### config.mk
export PLATFORM = sky130hd
export DESIGN_NAME = integer_to_base_digits_top_flat
export DESIGN_NICKNAME = d
export VERILOG_FILES = /design/src/itbd_pkg.sv /design/src/itbd_if.sv /design/src/integer_to_base_digits_top.sv /design/src/flat_wrapper.sv
export SDC_FILE = /design/constraint.sdc
export NUM_CORES = 1
export LEC_CHECK = 0
export BUFFER_PORTS_ARGS = -buffer_cell sky130_fd_sc_hd__buf_2
export CAP_MARGIN = 20
export CELL_PAD_IN_SITES_DETAIL_PLACEMENT = 0
export CELL_PAD_IN_SITES_GLOBAL_PLACEMENT = 1
export CORE_MARGIN = 4
export CORE_UTILIZATION = 50
export CTS_CLUSTER_SIZE = 8
export DETAILED_ROUTE_END_ITERATION = 10
export PLACE_DENSITY = 0.74
export SYNTH_ARGS = -nofsm -noshare
export SYNTH_HDL_FRONTEND = slang
export SYNTH_SLANG_ARGS = --single-unit
### constraint.sdc
create_clock -name clk_i -period 3.7 [get_ports clk_i]
set_clock_uncertainty 0.05 [all_clocks]
set_input_delay 0.555 -clock clk_i [delete_from_list [all_inputs] [get_ports clk_i]]
set_output_delay 0.555 -clock clk_i [all_outputs]
set_load 0.01 [all_outputs]
### src/itbd_pkg.sv
`timescale 1ns / 1ps
// ----------------------------------------------------------------------------
// itbd_pkg
// Shared types, widths and character codes of the radix text converter.
// ----------------------------------------------------------------------------
package itbd_pkg;

  localparam int NUMBER_BITS = 32;
  localparam int BASE_W      = 6;
  localparam int DIGIT_W     = BASE_W;
  localparam int CHAR_W      = 7;
  localparam int IDX_W       = $clog2(NUMBER_BITS);
  localparam int CNT_W       = $clog2(NUMBER_BITS + 1);
  localparam int BIT_W       = $clog2(NUMBER_BITS);

  localparam logic [BASE_W-1:0]  BASE_MIN      = BASE_W'(2);
  localparam logic [BASE_W-1:0]  BASE_MAX      = BASE_W'(36);
  localparam logic [DIGIT_W-1:0] DIGIT_MAX_DEC = DIGIT_W'(9);
  localparam logic [CHAR_W-1:0]  DEC_DIGITS    = CHAR_W'(10);
  localparam logic [CHAR_W-1:0]  CHAR_ZERO     = CHAR_W'(48);
  localparam logic [CHAR_W-1:0]  CHAR_LETTER_A = CHAR_W'(65);
  localparam logic [CHAR_W-1:0]  CHAR_MINUS    = CHAR_W'(45);

  typedef enum logic [2:0] {
    ST_IDLE,
    ST_DIV,
    ST_SIGN,
    ST_READ,
    ST_LOAD
  } itbd_state_e;

  function automatic logic [CHAR_W-1:0] digit_char(input logic [DIGIT_W-1:0] d);
    logic [CHAR_W-1:0] d_ext;
    d_ext = CHAR_W'(d);
    if (d > DIGIT_MAX_DEC) begin
      return d_ext - DEC_DIGITS + CHAR_LETTER_A;
    end
    return d_ext + CHAR_ZERO;
  endfunction

endpackage

### src/itbd_if.sv
`timescale 1ns / 1ps
// ----------------------------------------------------------------------------
// itbd channel interfaces
// Request channel (number, base) and character channel (text_char, last).
// ----------------------------------------------------------------------------
interface itbd_num_if import itbd_pkg::*; ();
  logic                          valid;
  logic                          ready;
  logic signed [NUMBER_BITS-1:0] number;
  logic        [BASE_W-1:0]      base;

  modport source (output valid, number, base, input ready);
  modport sink   (input valid, number, base, output ready);
endinterface

interface itbd_char_if import itbd_pkg::*; ();
  logic              valid;
  logic              ready;
  logic [CHAR_W-1:0] text_char;
  logic              last;

  modport source (output valid, text_char, last, input ready);
  modport sink   (input valid, text_char, last, output ready);
endinterface

### src/integer_to_base_digits_top.sv
`timescale 1ns / 1ps
// ----------------------------------------------------------------------------
// integer_to_base_digits_top
// Converts a signed integer to ASCII text in base 2..36, one character per
// output request, most significant first, with '-' for negative numbers.
// ----------------------------------------------------------------------------
//  channel  dir  payload                   notes
//  num_i    in   number[31:0], base[5:0]   taken only when idle
//  char_o   out  text_char[6:0], last      registered, last on final char
//
//  One restoring divider step per cycle; each digit takes a full pass over
//  the dividend bits. Each character is then read from the digit store and
//  loaded into the output register, after a '-' for a negative number.
//  Reset clears the sequencer and output valid; the digit store is not cleared.
//  A stalled output holds its character and the sequencer waits on it.
module integer_to_base_digits_top import itbd_pkg::*; (
  input  logic           clk_i,
  input  logic           rst_ni,
  itbd_num_if.sink       num_i,
  itbd_char_if.source    char_o
);

  itbd_state_e state_q, state_d;

  logic [NUMBER_BITS-1:0] rest_q;
  logic [DIGIT_W-1:0]     rem_q;
  logic [BASE_W-1:0]      base_q;
  logic [BIT_W-1:0]       bit_q;
  logic [CNT_W-1:0]       cnt_q;
  logic                   neg_q;
  logic [IDX_W-1:0]       idx_q;
  logic [DIGIT_W-1:0]     rd_q;
  logic                   out_valid_q;
  logic [CHAR_W-1:0]      out_char_q;
  logic                   out_last_q;

  logic [DIGIT_W-1:0]     digit_mem [NUMBER_BITS];

  // control
  logic accept, div_step, digit_end, div_done, load_sign, load_digit, rd_en;
  logic out_free;

  // datapath
  logic [NUMBER_BITS-1:0] num_u, mag;
  logic [BASE_W-1:0]      base_clamp;
  logic [DIGIT_W:0]       rem_shift, rem_sub;
  logic                   fit;
  logic [DIGIT_W-1:0]     rem_next;
  logic [NUMBER_BITS-1:0] quot_next;
  logic [CNT_W-1:0]       cnt_inc;

  assign num_u = num_i.number;
  assign mag   = num_u[NUMBER_BITS-1] ? (~num_u + 1'b1) : num_u;

  always_comb begin
    if (num_i.base < BASE_MIN) begin
      base_clamp = BASE_MIN;
    end else if (num_i.base > BASE_MAX) begin
      base_clamp = BASE_MAX;
    end else begin
      base_clamp = num_i.base;
    end
  end

  // shared divider step: shift in the next dividend bit, subtract if it fits
  assign rem_shift = {rem_q, rest_q[NUMBER_BITS-1]};
  assign rem_sub   = rem_shift - {1'b0, base_q};
  assign fit       = rem_shift >= {1'b0, base_q};
  assign rem_next  = fit ? rem_sub[DIGIT_W-1:0] : rem_shift[DIGIT_W-1:0];
  assign quot_next = {rest_q[NUMBER_BITS-2:0], fit};
  assign cnt_inc   = cnt_q + 1'b1;

  assign out_free  = !out_valid_q || char_o.ready;

  // outputs of the sequencer
  always_comb begin
    accept      = 1'b0;
    div_step    = 1'b0;
    digit_end   = 1'b0;
    div_done    = 1'b0;
    load_sign   = 1'b0;
    load_digit  = 1'b0;
    rd_en       = 1'b0;
    num_i.ready = 1'b0;
    unique case (state_q)
      ST_IDLE: begin
        num_i.ready = 1'b1;
        accept      = num_i.valid;
      end
      ST_DIV: begin
        div_step  = 1'b1;
        digit_end = (bit_q == BIT_W'(NUMBER_BITS - 1));
        div_done  = digit_end &&
                    ((quot_next == '0) || (cnt_inc == CNT_W'(NUMBER_BITS)));
      end
      ST_SIGN: load_sign  = out_free;
      ST_READ: rd_en      = 1'b1;
      ST_LOAD: load_digit = out_free;
      default: ;
    endcase
  end

  // next state
  always_comb begin
    state_d = state_q;
    unique case (state_q)
      ST_IDLE: if (accept) state_d = ST_DIV;
      ST_DIV: begin
        if (div_done) state_d = neg_q ? ST_SIGN : ST_READ;
      end
      ST_SIGN: if (load_sign) state_d = ST_READ;
      ST_READ: state_d = ST_LOAD;
      ST_LOAD: begin
        if (load_digit) state_d = (idx_q == '0) ? ST_IDLE : ST_READ;
      end
      default: state_d = ST_IDLE;
    endcase
  end

  always_ff @(posedge clk_i or negedge rst_ni) begin
    if (!rst_ni) begin
      state_q     <= ST_IDLE;
      bit_q       <= '0;
      cnt_q       <= '0;
      neg_q       <= 1'b0;
      idx_q       <= '0;
      out_valid_q <= 1'b0;
    end else begin
      state_q <= state_d;
      if (accept) begin
        bit_q <= '0;
        cnt_q <= '0;
        neg_q <= num_u[NUMBER_BITS-1];
      end else if (div_step) begin
        bit_q <= bit_q + 1'b1;
        if (digit_end) begin
          cnt_q <= cnt_inc;
          idx_q <= cnt_q[IDX_W-1:0];
        end
      end else if (load_digit) begin
        idx_q <= idx_q - 1'b1;
      end
      if (load_sign || load_digit) begin
        out_valid_q <= 1'b1;
      end else if (char_o.ready) begin
        out_valid_q <= 1'b0;
      end
    end
  end

  // payload registers
  always_ff @(posedge clk_i) begin
    if (accept) begin
      rest_q <= mag;
      rem_q  <= '0;
      base_q <= base_clamp;
    end else if (div_step) begin
      rest_q <= quot_next;
      // start the next digit with an empty remainder
      rem_q  <= digit_end ? '0 : rem_next;
    end
    if (load_sign) begin
      out_char_q <= CHAR_MINUS;
      out_last_q <= 1'b0;
    end else if (load_digit) begin
      out_char_q <= digit_char(rd_q);
      out_last_q <= (idx_q == '0);
    end
  end

  // digit store, least significant digit first
  always_ff @(posedge clk_i) begin
    if (div_step && digit_end) begin
      digit_mem[cnt_q[IDX_W-1:0]] <= rem_next;
    end
    if (rd_en) begin
      rd_q <= digit_mem[idx_q];
    end
  end

  assign char_o.valid     = out_valid_q;
  assign char_o.text_char = out_char_q;
  assign char_o.last      = out_last_q;

`ifndef NO_ASSERTIONS
  a_last_not_minus: assert property (@(posedge clk_i) disable iff (!rst_ni)
    char_o.valid && char_o.last |-> char_o.text_char != CHAR_MINUS)
    else $error("final character is a minus sign");

  a_rem_below_base: assert property (@(posedge clk_i) disable iff (!rst_ni)
    state_q == ST_DIV |-> rem_q < base_q)
    else $error("divider remainder not below base");

  a_count_bound: assert property (@(posedge clk_i) disable iff (!rst_ni)
    cnt_q <= CNT_W'(NUMBER_BITS))
    else $error("digit count beyond store depth");

  a_accept_starts_div: assert property (@(posedge clk_i) disable iff (!rst_ni)
    num_i.valid && num_i.ready |=> state_q == ST_DIV && bit_q == '0)
    else $error("request did not start a division");
`endif

endmodule
### src/flat_wrapper.sv
// flat-port wrapper written by rule: the top's interface ports become plain ports
module integer_to_base_digits_top_flat import itbd_pkg::*;
  (clk_i, rst_ni, num_i_valid, num_i_number, num_i_base, num_i_ready, char_o_valid, char_o_text_char, char_o_last, char_o_ready);
  itbd_num_if num_i_i ();
  itbd_char_if char_o_i ();
  input  logic clk_i;
  input  logic rst_ni;
  input wire logic [$bits(num_i_i.valid)-1:0] num_i_valid;
  input wire logic [$bits(num_i_i.number)-1:0] num_i_number;
  input wire logic [$bits(num_i_i.base)-1:0] num_i_base;
  output wire logic [$bits(num_i_i.ready)-1:0] num_i_ready;
  output wire logic [$bits(char_o_i.valid)-1:0] char_o_valid;
  output wire logic [$bits(char_o_i.text_char)-1:0] char_o_text_char;
  output wire logic [$bits(char_o_i.last)-1:0] char_o_last;
  input wire logic [$bits(char_o_i.ready)-1:0] char_o_ready;
  assign num_i_i.valid = num_i_valid;
  assign num_i_i.number = num_i_number;
  assign num_i_i.base = num_i_base;
  assign num_i_ready = num_i_i.ready;
  assign char_o_valid = char_o_i.valid;
  assign char_o_text_char = char_o_i.text_char;
  assign char_o_last = char_o_i.last;
  assign char_o_i.ready = char_o_ready;
  integer_to_base_digits_top u_core (.clk_i(clk_i), .rst_ni(rst_ni), .num_i(num_i_i), .char_o(char_o_i));
endmodule
==> run summary <==
The flow ran to the end, and the final reports show no timing, DRC or antenna violations. The floorplan die height came out at between 150 and 200 µm. The Yosys step of the flow raised 0 warnings. The length of the first detailed-routing pass in iterations came out at 5. The count of input and output buffers is about 50. The normalized max-slew margin came out at 0.247. In this run the critical register-to-register path is launched from u_core.idx_q[1]$_DFFE_PN0P_. The chip width came out at between 150 and 200 µm. For the pin with the worst max-slew slack, the measured transition is 1130 ps. The leftover overflow at the end of global routing is 0. The tree built by TritonCTS fans out to about 270 sinks. In this run the critical register-to-register path is captured at u_core.rd_q[2]$_DFFE_PP_. The number of distinct library cells after synthesis is 56. Relative to the synthesized area, the layout overhead comes to 13.8%.

STA puts the critical path data arrival time at between 3000 and 4000 ps. The share of async-settable or async-resettable flops after synthesis came out at 0.0775. Summing all non-filler instances in the final layout gives an area of 13800 µm².

The clock tree from TritonCTS is done. Dividing total power by cell area gives a power density of roughly 800 nW/µm². The top-level port count is 52. The number of pins exceeding their max-slew limit in the final report is 0. For this configuration, the core starts out at a cell density of 0.513. The signal on the critical path passes through buf_4, mux4_2, mux4_2, mux2_2. The sequential-to-total area share from yosys stat is 0.650. The net count after synthesis came out at 879. The core region is between 20000 and 25000 µm². Summed over all layers, the routed wires come to 26700 µm. STA classifies the critical path startpoint as a flip-flop.

The post-cts resize count came out at 0. The largest fanout on the critical path is 42. The number of antenna violations at the first check in global routing came out at 0. The minimum setup slack among reg-to-reg paths is 820 ps. The startpoint identified for the worst hold timing path is num_i_base[5]. The net count of the finished layout is approximately 940.

The slowest stage cell on the critical path is dfrtp_2. The iteration-0 DRC count of the detailed router is between 600 and 700. In this run the worst hold path is classified as in -> reg.

The tree is rooted in a clkbuf_16. Tracing the worst setup path back leads to its startpoint at u_core.idx_q[1]$_DFFE_PN0P_. The cell family contributing the most delay on the critical path is flip-flops. The number of global-route vias before repair is 7479. The fill cell instance count of the final layout is 1900. Setup repair after global routing left no endpoint under its margin. For this design the static power due to leakage is 0.00480 µW. The post-detailed-route count of antenna-violating nets came out at 0. For this run, the leading register cell type out of synthesis is edfxtp_1. The number of flops mapped to enable cells by yosys is ~240. Entering global routing, the biggest net connects 54 pins. The number of buffers and inverters on the critical path is 1. The time the worst path needs with I/O delays and setup is between 2000 and 3000 ps. The total DRC errors in the routed layout came out at 0. The number of antenna diodes came out at 0.

The number of clock buffers added by TritonCTS is 39. The largest stage delay on the critical path came out at between 1000 and 1500 ps. The number of hold buffers added after cts is 1. The maximum vdd drop is approximately 0.54 mV.

The number of cells on the worst reg-to-reg path is 4. The register clock-pin slew on the reported worst setup and hold paths came out at 50 ps. Across the run, the number of max-cap violations was 0. The share of layout cells above drive strength 1 is 0.205. The terminating pin of the worst hold path is u_core.base_q[5]$_SDFFCE_PP0P_. By count the netlist is led by edfxtp_1, nor2_1, mux4_2.

The final weighted congestion in routability-driven placement came out at roughly 0.9. The largest total area in the synthesized netlist belongs to edfxtp_1. The die area came out at ~27000 µm².

The maximum clock path buffer count is 3. The post-synthesis register bit count is roughly 270. The routed layout has about 7300 vias.

Synthesis handed over a netlist of around 800 instances. The ratio of final minimum period to clock period is 0.779. The kind of capture point of the worst setup path is a flip-flop. The proportion of netlist area held by the largest area contributor is 0.584. The first global-routing pass estimated 41900 µm of wire. After synthesis, the cell types taking the most area are edfxtp_1, mux4_2, dfrtp_1.

The row count is between 50 and 60. The most numerous cell type found on the critical path is mux4_2. The maximum operating frequency is roughly 350 MHz.

The average wire length per cell after detail routing is approximately 22 µm. The global-route usage over all layers is 0.204. The post-synthesis instance area is between 10000 and 15000 µm². The level count of the clock H-tree came out at 2. The data required time of the critical path is slightly below 4000 ps. The most common cell in the netlist is edfxtp_1. The count of final hold-check violations came out at 0. The setup path with the least slack is of type reg -> reg. The total negative slack for setup checks is 0 ps. The placed wire-length estimate is between 15000 and 20000 µm. The average vias per placed instance came out at 5.94. The instance count along the most critical hold path came out at 1. In this run the post-CTS setup repair buffer count came out at 0. The clock latency reported for the late side of the worst-skew pair is 530 ps. The per-instance average area after synthesis came out at 14.8 µm². The number of cells on the critical path is 4.

The placed cell area came out at 12700 µm². The number of setup violations in the final report came out at 0.
-- cell type report --
| class | instances | area [µm²] | area share |
|---|---|---|---|
| multi-input combinational | 483 | 3980 | 0.288 |
| timing repair buffer | 61 | 345 | 0.0250 |
| clock buffer | 59 | 1050 | 0.0761 |
| tap | 319 | 399 | 0.0289 |
| inverter | 25 | 93.8 | 0.00679 |
| clock inverter | 3 | 52.6 | 0.00380 |
| sequential | 271 | 7900 | 0.571 |
-- metrics by stage --
| step | instances | util | total power (µW) | hold slack, ps | setup WS [ps] |
|---|---|---|---|---|---|
| after global placement | 1158 | 0.536 | 7790 | 405 | 759 |
| after floorplan | 818 | - | 6880 | 209 | 513 |
| final | 1221 | 0.583 | 11100 | 252 | 816 |
| after detailed placement | 1158 | 0.536 | 7940 | 414 | 737 |
| after global routing | 1221 | 0.583 | 11600 | 257 | 722 |
| after CTS | 1221 | 0.583 | 11200 | 236 | 812 |
-- power breakdown --
group	internal, µW	total [µW]	switching, µW
sequential	4500	4990	490
combinational	1210	2880	1660
clock	1950	3210	1260
-- cell usage in the layout (no fill, tap or decap), types with 3 or more instances in the layout --
master,instances
clkbuf_16,39
buf_2,51
a21o_1,3
xor2_1,28
and3_1,3
or3b_2,5
nand2b_1,10
mux2_2,10
nand4b_1,3
or3_1,7
nor2b_1,6
nand4_1,9
edfxtp_1,236
o41ai_1,4
mux4_2,60
a21oi_1,28
nor4_1,15
o31ai_1,10
nor2_1,72
dfxtp_1,14
nand3_1,15
ha_1,18
nor3b_1,3
inv_1,24
buf_4,8
a22o_1,7
o211ai_1,4
dfrtp_1,19
nor3_1,14
o311ai_0,3
xnor2_1,7
clkbuf_1,20
nand2_1,59
nand3b_1,7
o21ai_0,45
-- worst max-delay path by stage --
stage	slack (ps)	to
global placement	760	u_core.rest_q[31]$_DFFE_PP_
finish	820	u_core.rd_q[2]$_DFFE_PP_
floorplan	510	u_core.digit_mem[0][5]$_DFFE_PP_
detailed placement	740	u_core.rest_q[29]$_DFFE_PP_
CTS	810	u_core.rd_q[0]$_DFFE_PP_
global route	720	u_core.rd_q[4]$_DFFE_PP_
-- kinds of logic after synthesis --
logic type,count (synthesis),share of synthesized area
AOI/OAI and AO/OA,121,0.0620
xor gates and xnor gates,35,0.0252
adders and majority gates,20,0.0210
buffers and inverters,64,0.0236
DFF,271,0.650
muxes,73,0.123
and+or+nand+nor,234,0.0951
-- sequential cells by signal, summed over array words and instances (netlist names) --
name	count
u_core.rd_q	6
u_core.char_o.text_char	7
u_core.cnt_q	6
u_core.rem_q	6
u_core.state_q	3
u_core.idx_q	5
u_core.neg_q	1
u_core.rest_q	32
u_core.base_q	6
u_core.char_o.last	1
u_core.bit_q	5
u_core.digit_mem	192
u_core.char_o.valid	1
-- layer usage --
layer | GRT usage | vias to the layer above | routed length [µm] | share of wire
met2 | 0.332 | 201 | 13100 | 0.49
met1 | 0.286 | 3713 | 11600 | 0.43
met3 | 0.0356 | 39 | 1410 | 0.053
met5 | 0 | - | 0 | 0
li1 | - | 3300 | - | -
met4 | 0.0606 | 0 | 596 | 0.022
No activity file was read; power rests on OpenSTA's default activity.
